**src/rtl/jsu_pkg.sv**
```systemverilog
package jsu_pkg;

   localparam int CODE_UNIT_BITS_DEF = 16;
   localparam int UNIT_W = 16;
   localparam int KIND_W = 3;

   localparam logic [1:0] MODE_TEXT = 2'd0;
   localparam logic [1:0] MODE_ESC  = 2'd1;
   localparam logic [1:0] MODE_HEX  = 2'd2;

   localparam logic [KIND_W-1:0] KIND_CHAR         = 3'd0;
   localparam logic [KIND_W-1:0] KIND_CLOSED       = 3'd1;
   localparam logic [KIND_W-1:0] KIND_UNTERMINATED = 3'd2;
   localparam logic [KIND_W-1:0] KIND_BAD_ESCAPE   = 3'd3;
   localparam logic [KIND_W-1:0] KIND_BAD_HEX      = 3'd4;

   localparam logic [UNIT_W-1:0] CH_QUOTE     = 16'h0022;
   localparam logic [UNIT_W-1:0] CH_BACKSLASH = 16'h005C;
   localparam logic [UNIT_W-1:0] CH_SLASH     = 16'h002F;
   localparam logic [UNIT_W-1:0] CH_LOWER_B   = 16'h0062;
   localparam logic [UNIT_W-1:0] CH_LOWER_F   = 16'h0066;
   localparam logic [UNIT_W-1:0] CH_LOWER_N   = 16'h006E;
   localparam logic [UNIT_W-1:0] CH_LOWER_R   = 16'h0072;
   localparam logic [UNIT_W-1:0] CH_LOWER_T   = 16'h0074;
   localparam logic [UNIT_W-1:0] CH_LOWER_U   = 16'h0075;
   localparam logic [UNIT_W-1:0] CH_BS        = 16'h0008;
   localparam logic [UNIT_W-1:0] CH_FF        = 16'h000C;
   localparam logic [UNIT_W-1:0] CH_LF        = 16'h000A;
   localparam logic [UNIT_W-1:0] CH_CR        = 16'h000D;
   localparam logic [UNIT_W-1:0] CH_TAB       = 16'h0009;

   // digit value in [3:0], bit 4 set when not a hex digit
   function automatic logic [4:0] hex_value(input logic [UNIT_W-1:0] u);
      logic [4:0] d;
      d = 5'h10;
      if (u >= 16'h0030 && u <= 16'h0039) begin
         d = {1'b0, u[3:0]};
      end else if ((u >= 16'h0061 && u <= 16'h0066) || (u >= 16'h0041 && u <= 16'h0046)) begin
         d = {1'b0, u[3:0] + 4'd9};
      end
      return d;
   endfunction

endpackage

```
**src/rtl/json_string_unescape.sv**
```systemverilog
// JSON string body decoder, one code unit per transfer.
// rsp_tvalid follows the req transfer through the input register, then the result register.
// One code unit per cycle unless rsp stalls; escape starts, first 3 hex digits emit nothing.
// The decode state lives in one register set updated as each unit leaves the input register.
// Reset (synchronous, active high) empties both registers and returns to plain text mode.
module json_string_unescape #(
   parameter int CODE_UNIT_BITS = jsu_pkg::CODE_UNIT_BITS_DEF
) (
   input  logic        clock,
   input  logic        reset,
   input  logic        req_tvalid,
   output logic        req_tready,
   input  logic [15:0] req_tdata,   // [15:0] code_unit
   input  logic        req_tlast,   // end_of_text
   output logic        rsp_tvalid,
   input  logic        rsp_tready,
   output logic [15:0] rsp_tdata,   // [15:0] out_char
   output logic [2:0]  rsp_tuser    // [2:0] kind
);

   logic                      in_vld_ff, in_vld_in;
   logic [jsu_pkg::UNIT_W-1:0] in_data_ff;
   logic                      in_last_ff;
   logic                      out_vld_ff, out_vld_in;
   logic [jsu_pkg::UNIT_W-1:0] out_char_ff, out_char_in;
   logic [jsu_pkg::KIND_W-1:0] out_kind_ff, out_kind_in;
   logic [1:0]                mode_ff, mode_in;
   logic [1:0]                cnt_ff, cnt_in;
   logic [jsu_pkg::UNIT_W-1:0] acc_ff, acc_in;

   logic [jsu_pkg::UNIT_W-1:0] unit_mask;
   logic [jsu_pkg::UNIT_W-1:0] u;
   logic [jsu_pkg::UNIT_W-1:0] acc_next;
   logic [4:0]                digit;
   logic                      advance;
   logic                      emit;
   logic [jsu_pkg::UNIT_W-1:0] res_char;
   logic [jsu_pkg::KIND_W-1:0] res_kind;

   always_comb begin
      for (int i = 0; i < jsu_pkg::UNIT_W; i++) begin
         unit_mask[i] = (i < CODE_UNIT_BITS);
      end
   end

   assign advance    = in_vld_ff && (!out_vld_ff || rsp_tready);
   assign req_tready = !in_vld_ff || advance;
   assign in_vld_in  = req_tvalid ? 1'b1 : (in_vld_ff && !advance);

   assign u        = in_data_ff & unit_mask;
   assign digit    = jsu_pkg::hex_value(u);
   assign acc_next = {acc_ff[11:0], digit[3:0]};

   always_comb begin
      mode_in  = mode_ff;
      cnt_in   = cnt_ff;
      acc_in   = acc_ff;
      emit     = 1'b0;
      res_char = '0;
      res_kind = jsu_pkg::KIND_CHAR;
      if (mode_ff == jsu_pkg::MODE_ESC) begin
         mode_in = jsu_pkg::MODE_TEXT;
         emit    = 1'b1;
         if (in_last_ff) begin
            res_kind = jsu_pkg::KIND_BAD_ESCAPE;
            cnt_in   = '0;
            acc_in   = '0;
         end else begin
            case (u)
               jsu_pkg::CH_QUOTE:     res_char = jsu_pkg::CH_QUOTE;
               jsu_pkg::CH_BACKSLASH: res_char = jsu_pkg::CH_BACKSLASH;
               jsu_pkg::CH_SLASH:     res_char = jsu_pkg::CH_SLASH;
               jsu_pkg::CH_LOWER_B:   res_char = jsu_pkg::CH_BS;
               jsu_pkg::CH_LOWER_F:   res_char = jsu_pkg::CH_FF;
               jsu_pkg::CH_LOWER_N:   res_char = jsu_pkg::CH_LF;
               jsu_pkg::CH_LOWER_R:   res_char = jsu_pkg::CH_CR;
               jsu_pkg::CH_LOWER_T:   res_char = jsu_pkg::CH_TAB;
               jsu_pkg::CH_LOWER_U: begin
                  mode_in = jsu_pkg::MODE_HEX;
                  cnt_in  = '0;
                  acc_in  = '0;
                  emit    = 1'b0;
               end
               default: begin
                  res_kind = jsu_pkg::KIND_BAD_ESCAPE;
                  cnt_in   = '0;
                  acc_in   = '0;
               end
            endcase
         end
      end else if (mode_ff == jsu_pkg::MODE_HEX) begin
         if (in_last_ff || digit[4]) begin
            mode_in  = jsu_pkg::MODE_TEXT;
            cnt_in   = '0;
            acc_in   = '0;
            emit     = 1'b1;
            res_kind = jsu_pkg::KIND_BAD_HEX;
         end else if (cnt_ff == 2'd3) begin
            mode_in  = jsu_pkg::MODE_TEXT;
            cnt_in   = '0;
            acc_in   = '0;
            emit     = 1'b1;
            res_char = acc_next & unit_mask;
         end else begin
            cnt_in = cnt_ff + 2'd1;
            acc_in = acc_next;
         end
      end else begin
         mode_in = jsu_pkg::MODE_TEXT;
         if (in_last_ff) begin
            emit     = 1'b1;
            res_kind = jsu_pkg::KIND_UNTERMINATED;
            cnt_in   = '0;
            acc_in   = '0;
         end else if (u == jsu_pkg::CH_BACKSLASH) begin
            mode_in = jsu_pkg::MODE_ESC;
         end else if (u == jsu_pkg::CH_QUOTE) begin
            emit     = 1'b1;
            res_kind = jsu_pkg::KIND_CLOSED;
            cnt_in   = '0;
            acc_in   = '0;
         end else begin
            emit     = 1'b1;
            res_char = u;
         end
      end
   end

   always_comb begin
      out_vld_in  = out_vld_ff && !rsp_tready;
      out_char_in = out_char_ff;
      out_kind_in = out_kind_ff;
      if (advance) begin
         out_vld_in = emit;
         if (emit) begin
            out_char_in = res_char;
            out_kind_in = res_kind;
         end
      end
   end

   always_ff @(posedge clock) begin
      if (reset) begin
         in_vld_ff  <= 1'b0;
         out_vld_ff <= 1'b0;
         mode_ff    <= jsu_pkg::MODE_TEXT;
         cnt_ff     <= '0;
         acc_ff     <= '0;
      end else begin
         in_vld_ff  <= in_vld_in;
         out_vld_ff <= out_vld_in;
         if (advance) begin
            mode_ff <= mode_in;
            cnt_ff  <= cnt_in;
            acc_ff  <= acc_in;
         end
      end
   end

   always_ff @(posedge clock) begin
      if (req_tvalid && req_tready) begin
         in_data_ff <= req_tdata;
         in_last_ff <= req_tlast;
      end
      out_char_ff <= out_char_in;
      out_kind_ff <= out_kind_in;
   end

   assign rsp_tvalid = out_vld_ff;
   assign rsp_tdata  = out_char_ff;
   assign rsp_tuser  = out_kind_ff;

endmodule

```
**config.mk**
```make
export PLATFORM = sky130hd
export DESIGN_NAME = json_string_unescape
export DESIGN_NICKNAME = d
export VERILOG_FILES = /design/src/rtl/jsu_pkg.sv /design/src/rtl/json_string_unescape.sv
export SDC_FILE = /design/constraint.sdc
export NUM_CORES = 1
export LEC_CHECK = 0
export BUFFER_PORTS_ARGS = -buffer_cell sky130_fd_sc_hd__buf_2
export CORE_MARGIN = 2
export CORE_UTILIZATION = 51
export CTS_CLUSTER_SIZE = 28
export DETAILED_ROUTE_END_ITERATION = 10
export PLACE_DENSITY_LB_ADDON = 0.2
export SLEW_MARGIN = 20
export SYNTH_ARGS = -nofsm -noshare
export SYNTH_HDL_FRONTEND = slang
export SYNTH_SLANG_ARGS = --single-unit
```
**constraint.sdc**
```tcl
create_clock -name clock -period 3.23 [get_ports clock]
set_input_delay 0.4845 -clock clock [delete_from_list [all_inputs] [get_ports clock]]
set_output_delay 0.4845 -clock clock [all_outputs]
set_load 0.02 [all_outputs]
```
Yosys cells after proc, flatten, opt, wreduce, memory -nomap -nowiden

Cells that the tools add are included.

Bits in registers: 54
Bits in latches: 0
RAM bits: 0
ROM bits: 0
Bits of input ports: 21
Output and inout bits: 21
Word-level logic and storage cells: 108
Memories: 0

Add/subtract/negate cells: 2
Multiply operators: 0
Div/mod/pow operators: 0
$lt $le $gt $ge: 6
Equality and inequality tests: 15
Shift-type cells: 0
Multiplexer cells: 55
Bitwise logic cells: 0
Reductions and logical operators: 21

Operators with widths:

| kind                                                 | count |
|---|---|
| equality test 16 x 7 -> 1 bit, second input constant | 7 |
| two-way mux 16 bit                                   | 7 |
| two-way mux 12 bit                                   | 9 |
| one-hot mux 7 bit (8 select lines)                   | 1 |
| two-way mux 2 bit                                    | 18 |
| equality test 16 x 6 -> 1 bit, second input constant | 2 |
| >= comparator 16 x 7 -> 1 bit, second input constant | 2 |
| <= comparator 16 x 7 -> 1 bit, second input constant | 2 |
| >= comparator 16 x 6 -> 1 bit, second input constant | 1 |
| <= comparator 16 x 6 -> 1 bit, second input constant | 1 |
| two-way mux 1 bit                                    | 14 |
| two-way mux 5 bit                                    | 2 |
| two-way mux 3 bit                                    | 3 |
| OR reduction 9 bit                                   | 1 |
| OR reduction 8 bit                                   | 1 |
| logical AND 1 bit                                    | 7 |
| two-way mux 7 bit                                    | 1 |
| adder 4 bit, second input constant                   | 1 |
| equality test 2 bit, second input constant           | 2 |
| logical NOT 1 bit                                    | 4 |
| logical OR 1 bit                                     | 4 |
| != test 4 x 2 -> 1 bit, second input constant        | 1 |
| != test 4 bit, second input constant                 | 1 |
| AND reduction 2 bit                                  | 2 |
| 5 further kinds                                      | 5 |

Depth between registers and ports, before layout

Depth after elaboration: 10
Depth in mapped cells: 9
Depth with buffers taken out: 8

Worst setup path after synthesis

No wires, ideal clock.

Path type: flip-flop to flip-flop
Start: register in_data_ff[0] in the netlist's numbering
End: register out_char_ff (netlist bit rsp_tdata[0]), enable pin
Library setup time: 0.423 ns
Arrival time: 3.091 ns
Required time: 2.807 ns
Path slack: -0.284 ns
Cell stages (with the launch flop): 9
Buffers on the path: 0
Clock period less this slack: 3.514 ns
Cells stage by stage: edfxtp_1 -> inv_1 -> ha_1 -> and2b_1 -> a21oi_1 -> a32oi_4 -> a211oi_1 -> nor2_1 -> nor3b_1

Word-level cells in the longest chain between the ends: 10
Elaborated cells between the ends (all ways): 23

RTL lines:

| element                                                                        | line                        | source |
|---|---|---|
| from (decl)                                                                    | json_string_unescape.sv:22  | `logic [jsu_pkg::UNIT_W-1:0] in_data_ff;` |
| from (signal assigned)                                                         | json_string_unescape.sv:162 | `in_data_ff <= req_tdata;` |
| >= comparator 16 x 7 -> 1 bit or <= comparator 16 x 7 -> 1 bit (tied branches) | jsu_pkg.sv:38               | `end else if ((u >= 16'h0061 && u <= 16'h0066) \|\| (u >= 16'h0041 && u <= 16'h0046)) begin` |
| logical AND 1 bit                                                              | jsu_pkg.sv:38               |  |
| logical OR 1 bit                                                               | jsu_pkg.sv:38               |  |
| two-way mux 5 bit                                                              | jsu_pkg.sv:38               |  |
| two-way mux 5 bit                                                              | jsu_pkg.sv:36               | `if (u >= 16'h0030 && u <= 16'h0039) begin` |
| logical OR 1 bit                                                               | json_string_unescape.sv:92  | `if (in_last_ff \|\| digit[4]) begin` |
| two-way mux 1 bit                                                              | json_string_unescape.sv:92  |  |
| two-way mux 1 bit                                                              | json_string_unescape.sv:91  | `end else if (mode_ff == jsu_pkg::MODE_HEX) begin` |
| two-way mux 1 bit (*)                                                          | json_string_unescape.sv:61  | `if (mode_ff == jsu_pkg::MODE_ESC) begin` |
| AND reduction 2 bit (no line) (*)                                              | --                          |  |
| to (signal assigned)                                                           | json_string_unescape.sv:165 | `out_char_ff <= out_char_in;` |
| to (decl)                                                                      | json_string_unescape.sv:25  | `logic [jsu_pkg::UNIT_W-1:0] out_char_ff, out_char_in;` |

Every way passes the cells marked *; elsewhere a longest branch is shown, timed or not.
A chain may end at the register's enable or synchronous reset.

Final worst setup path

Start: register in_data_ff[0] in the netlist's numbering
End: register out_char_ff (netlist bit rsp_tdata[2]), enable pin

The elaborated chain is that of the path after synthesis.

==> run_results.csv <==
group,metric,value,unit
finish,nFillCells,483,
floorplan,die_h,79.1,um
job,timing.max_cap.violations,0,
global_route,overflow,0,
detailed_routing,wl_per_cell,16.4,um
clocking,insertion_delay,0.32,ns
clocking,cts-htree-levels,2,
critical_path,r2r-end,"rsp_tdata[2]$_DFFE_PP_",
clocking,clk_path_buf_depth,2,
yosys,synthArstFlopShare,0,%
timing,rsz0062_at_grt,"no",
floorplan,core.rowCount,27,
critical_path,cp_max_fo,19,
yosys,synth_area,2880,um^2
timing,worstMarginPinSlew,0.792,ns
clocking,cts_tree,"done",
finish,postLayoutCoreUtil,58.4,%
global_route,antenna_found_initial,0,
clocking,cts.repair.resized,0,
detailed_routing,dr.pass1.iters,6,
critical_path,r2r_cells,9,
yosys,ys_ff_latch,54,
yosys,yosysSeqAreaShare,50.1,%
yosys,synth_top_cell_area_share,37.5,%
clocking,cts_root_buf,"clkbuf_8",
worst_hold_path,whs_path_depth,1,
worst_hold_path,hold_class,"input pin to flop",
detailed_routing,viasPerCell,5.62,
timing,report.final.hold_viol_count,0,
global_route,grt_use_total,20.5,%
run_status,outcome,"finished, final reports clean",
clocking,path_clk_slew,0.10,ns
clocking,cts_hold_buf,0,
detailed_routing,drcViolationCount,0,
critical_path,start_kind,"flop",
placement,io_buffers,41,
clocking,cts_setup_buffers,0,
global_route,grt_max_degree,24,
finish,ff_latch_area,1440,um^2
yosys,syn_nets,283,
power,p_total,1.30,mW
clocking,clock-sinks,54,
floorplan,pin_count,42,
floorplan,die_area,6260,um^2
yosys,ys_types,61,
yosys,ys.flop_type,"edfxtp_1",
critical_path,slowest_delay,0.50,ns
detailed_routing,drt_iter0_markers,139,
yosys,syn_area_per_cell,11.2,um^2
critical_path,rr_startpoint,"in_data_ff[0]$_DFFE_PP_",
global_route,grt_first_pass_wirelength,9680,um
finish,area_delta_synth_final,11.0,%
timing,timing.final.crit_share,81.3,%
critical_path,worstSetupEndpointType,"flop",
timing,fin_crit,2.63,ns
worst_hold_path,worstHoldStart,"req_tdata[10]",
yosys,yosys-top-cells-count,"37 x nand2_1, 36 x edfxtp_1, 18 x dfxtp_1",
placement,place_congestion,0.957,
yosys,yosysTopAreaCell,"edfxtp_1",
floorplan,core,5470,um^2
power,p_leak,1.21,nW
critical_path,path_class,"flop to flop",
timing,hold_slack,0.333,ns
yosys,synth_area_leaders,"edfxtp_1 38%, dfxtp_1 13%, mux2i_1 4.9%",
timing,setup_tns,0,ns
finish,fin_nets,322,
detailed_routing,vias,2073,
finish,multi_input_area,1320,um^2
worst_hold_path,min_to,"in_data_ff[10]$_DFFE_PP_",
clocking,cts_buffers,5,
yosys,syn_inst,257,
critical_path,path_cells,"inv_1 > ha_1 > and2b_1 > a21oi_1 > a32oi_4 > a211oi_1 > nor2_1 > nor3b_2 > buf_4",
finish,diodes,0,
yosys,synth_edf_count,36,
power,max-vdd-ir-drop,0.211,mV
timing,max_clock_freq,0.381,GHz
yosys,synthMostInstantiatedCell,"nand2_1",
critical_path,slowest_stage,"edfxtp_1",
yosys,yosys_warnings,0,
timing,finalSetupViolCount,0,
detailed_routing,wl,6060,um
timing,slew_headroom,47.2,%
critical_path,rrSetupSlack,0.60,ns
floorplan,start_util,52.6,%
critical_path,critical_path_required,3.23,ns
timing,maxSlewViolCount,0,
detailed_routing,ant_nets,0,
placement,hpwlAfterDp,4590,um
global_route,grt_pass1_vias,1936,
placement,post_dp_cell_area,3110,um^2
critical_path,cp.arrival,2.63,ns
finish,drive_gt1_share,24.6,%
floorplan,fp.dieW,79.1,um
finish,stdcell_area,3200,um^2
power,pwr_density_cell,407,nW/um^2
timing,finalClockSkew,0.0121,ns
## placed cells by master, fill, tap and decap left out, types with 6 or more instances in the layout
cell type and instances:
a22o_1 8, dfxtp_1 18, edfxtp_1 36, mux2i_1 14, buf_2 41, o21ai_0 6
nor2_1 12, nand2_1 37, nand2b_1 15, nand3_1 7, a21oi_1 10, nor3_1 9
## layer usage
metal | share of wire (%) | track usage (%) | up-vias
met4 | 1.7 | 7.07 | 0
met3 | 6.5 | 5.00 | 11
met5 | 0 | 0 | -
met2 | 46 | 31.3 | 64
met1 | 45 | 28.6 | 970
li1 | - | - | 1028
## state kept, by name, indices dropped and copies added (netlist names)
register    flops
mode_ff         2
rsp_tdata      16
rsp_tuser       3
in_data_ff     16
acc_ff         12
in_vld_ff       1
in_last_ff      1
rsp_tvalid      1
cnt_ff          2
## stage by stage
step	instances	worst slack (ns)
floorplan	257	0.394
global placement	361	0.719
detailed placement	361	0.625
CTS	369	0.594
global route	369	0.344
finish	369	0.604
## power breakdown
group          switching (mW)  internal, mW  leakage (nW)
clock                   0.226         0.153        0.0422
combinational          0.0773        0.0535         0.675
sequential             0.0239         0.766         0.494
## final cells by class
class | instances | share of cell area (%)
Tap cell | 72 | 2.82
Clock inverter | 3 | 0.626
Sequential cell | 54 | 45.1
Inverter | 5 | 0.587
Clock buffer | 5 | 2.15
Timing Repair Buffer | 45 | 7.36
Multi-Input combinational cell | 185 | 41.3
## worst max-delay path by stage
stage | cells past startpoint | end | from | slack (ns)
after global placement | 9 | rsp_tdata[1]$_DFFE_PP_ | in_data_ff[0]$_DFFE_PP_ | 0.72
after global routing | 9 | rsp_tdata[5]$_DFFE_PP_ | in_data_ff[0]$_DFFE_PP_ | 0.34
after CTS | 9 | rsp_tdata[0]$_DFFE_PP_ | in_data_ff[0]$_DFFE_PP_ | 0.59
after floorplan | 8 | rsp_tdata[0]$_DFFE_PP_ | in_data_ff[0]$_DFFE_PP_ | 0.39
final | 9 | rsp_tdata[2]$_DFFE_PP_ | in_data_ff[0]$_DFFE_PP_ | 0.60
after detailed placement | 9 | rsp_tdata[9]$_SDFFCE_PP0P_ | in_data_ff[0]$_DFFE_PP_ | 0.62
## kinds of logic after synthesis
kind of cell             share of synthesized area [%]
flip-flops                                        50.1
buffers and inverters                             4.22
multiplexers                                      5.65
XOR/XNOR                                         0.913
AND/OR/NAND/NOR                                   22.2
AO/OA/AOI/OAI                                     14.8
adder cells (fa/ha/maj)                           2.17
## critical path: cells and delay by family, from the launching register on
family	cells	cell delay, ns
flops	1	0.50
compound gates	3	0.59
fa+ha+maj	1	0.23
buf+inv	2	0.45
simple gates	3	0.54
(Power assumes the default switching activity.)
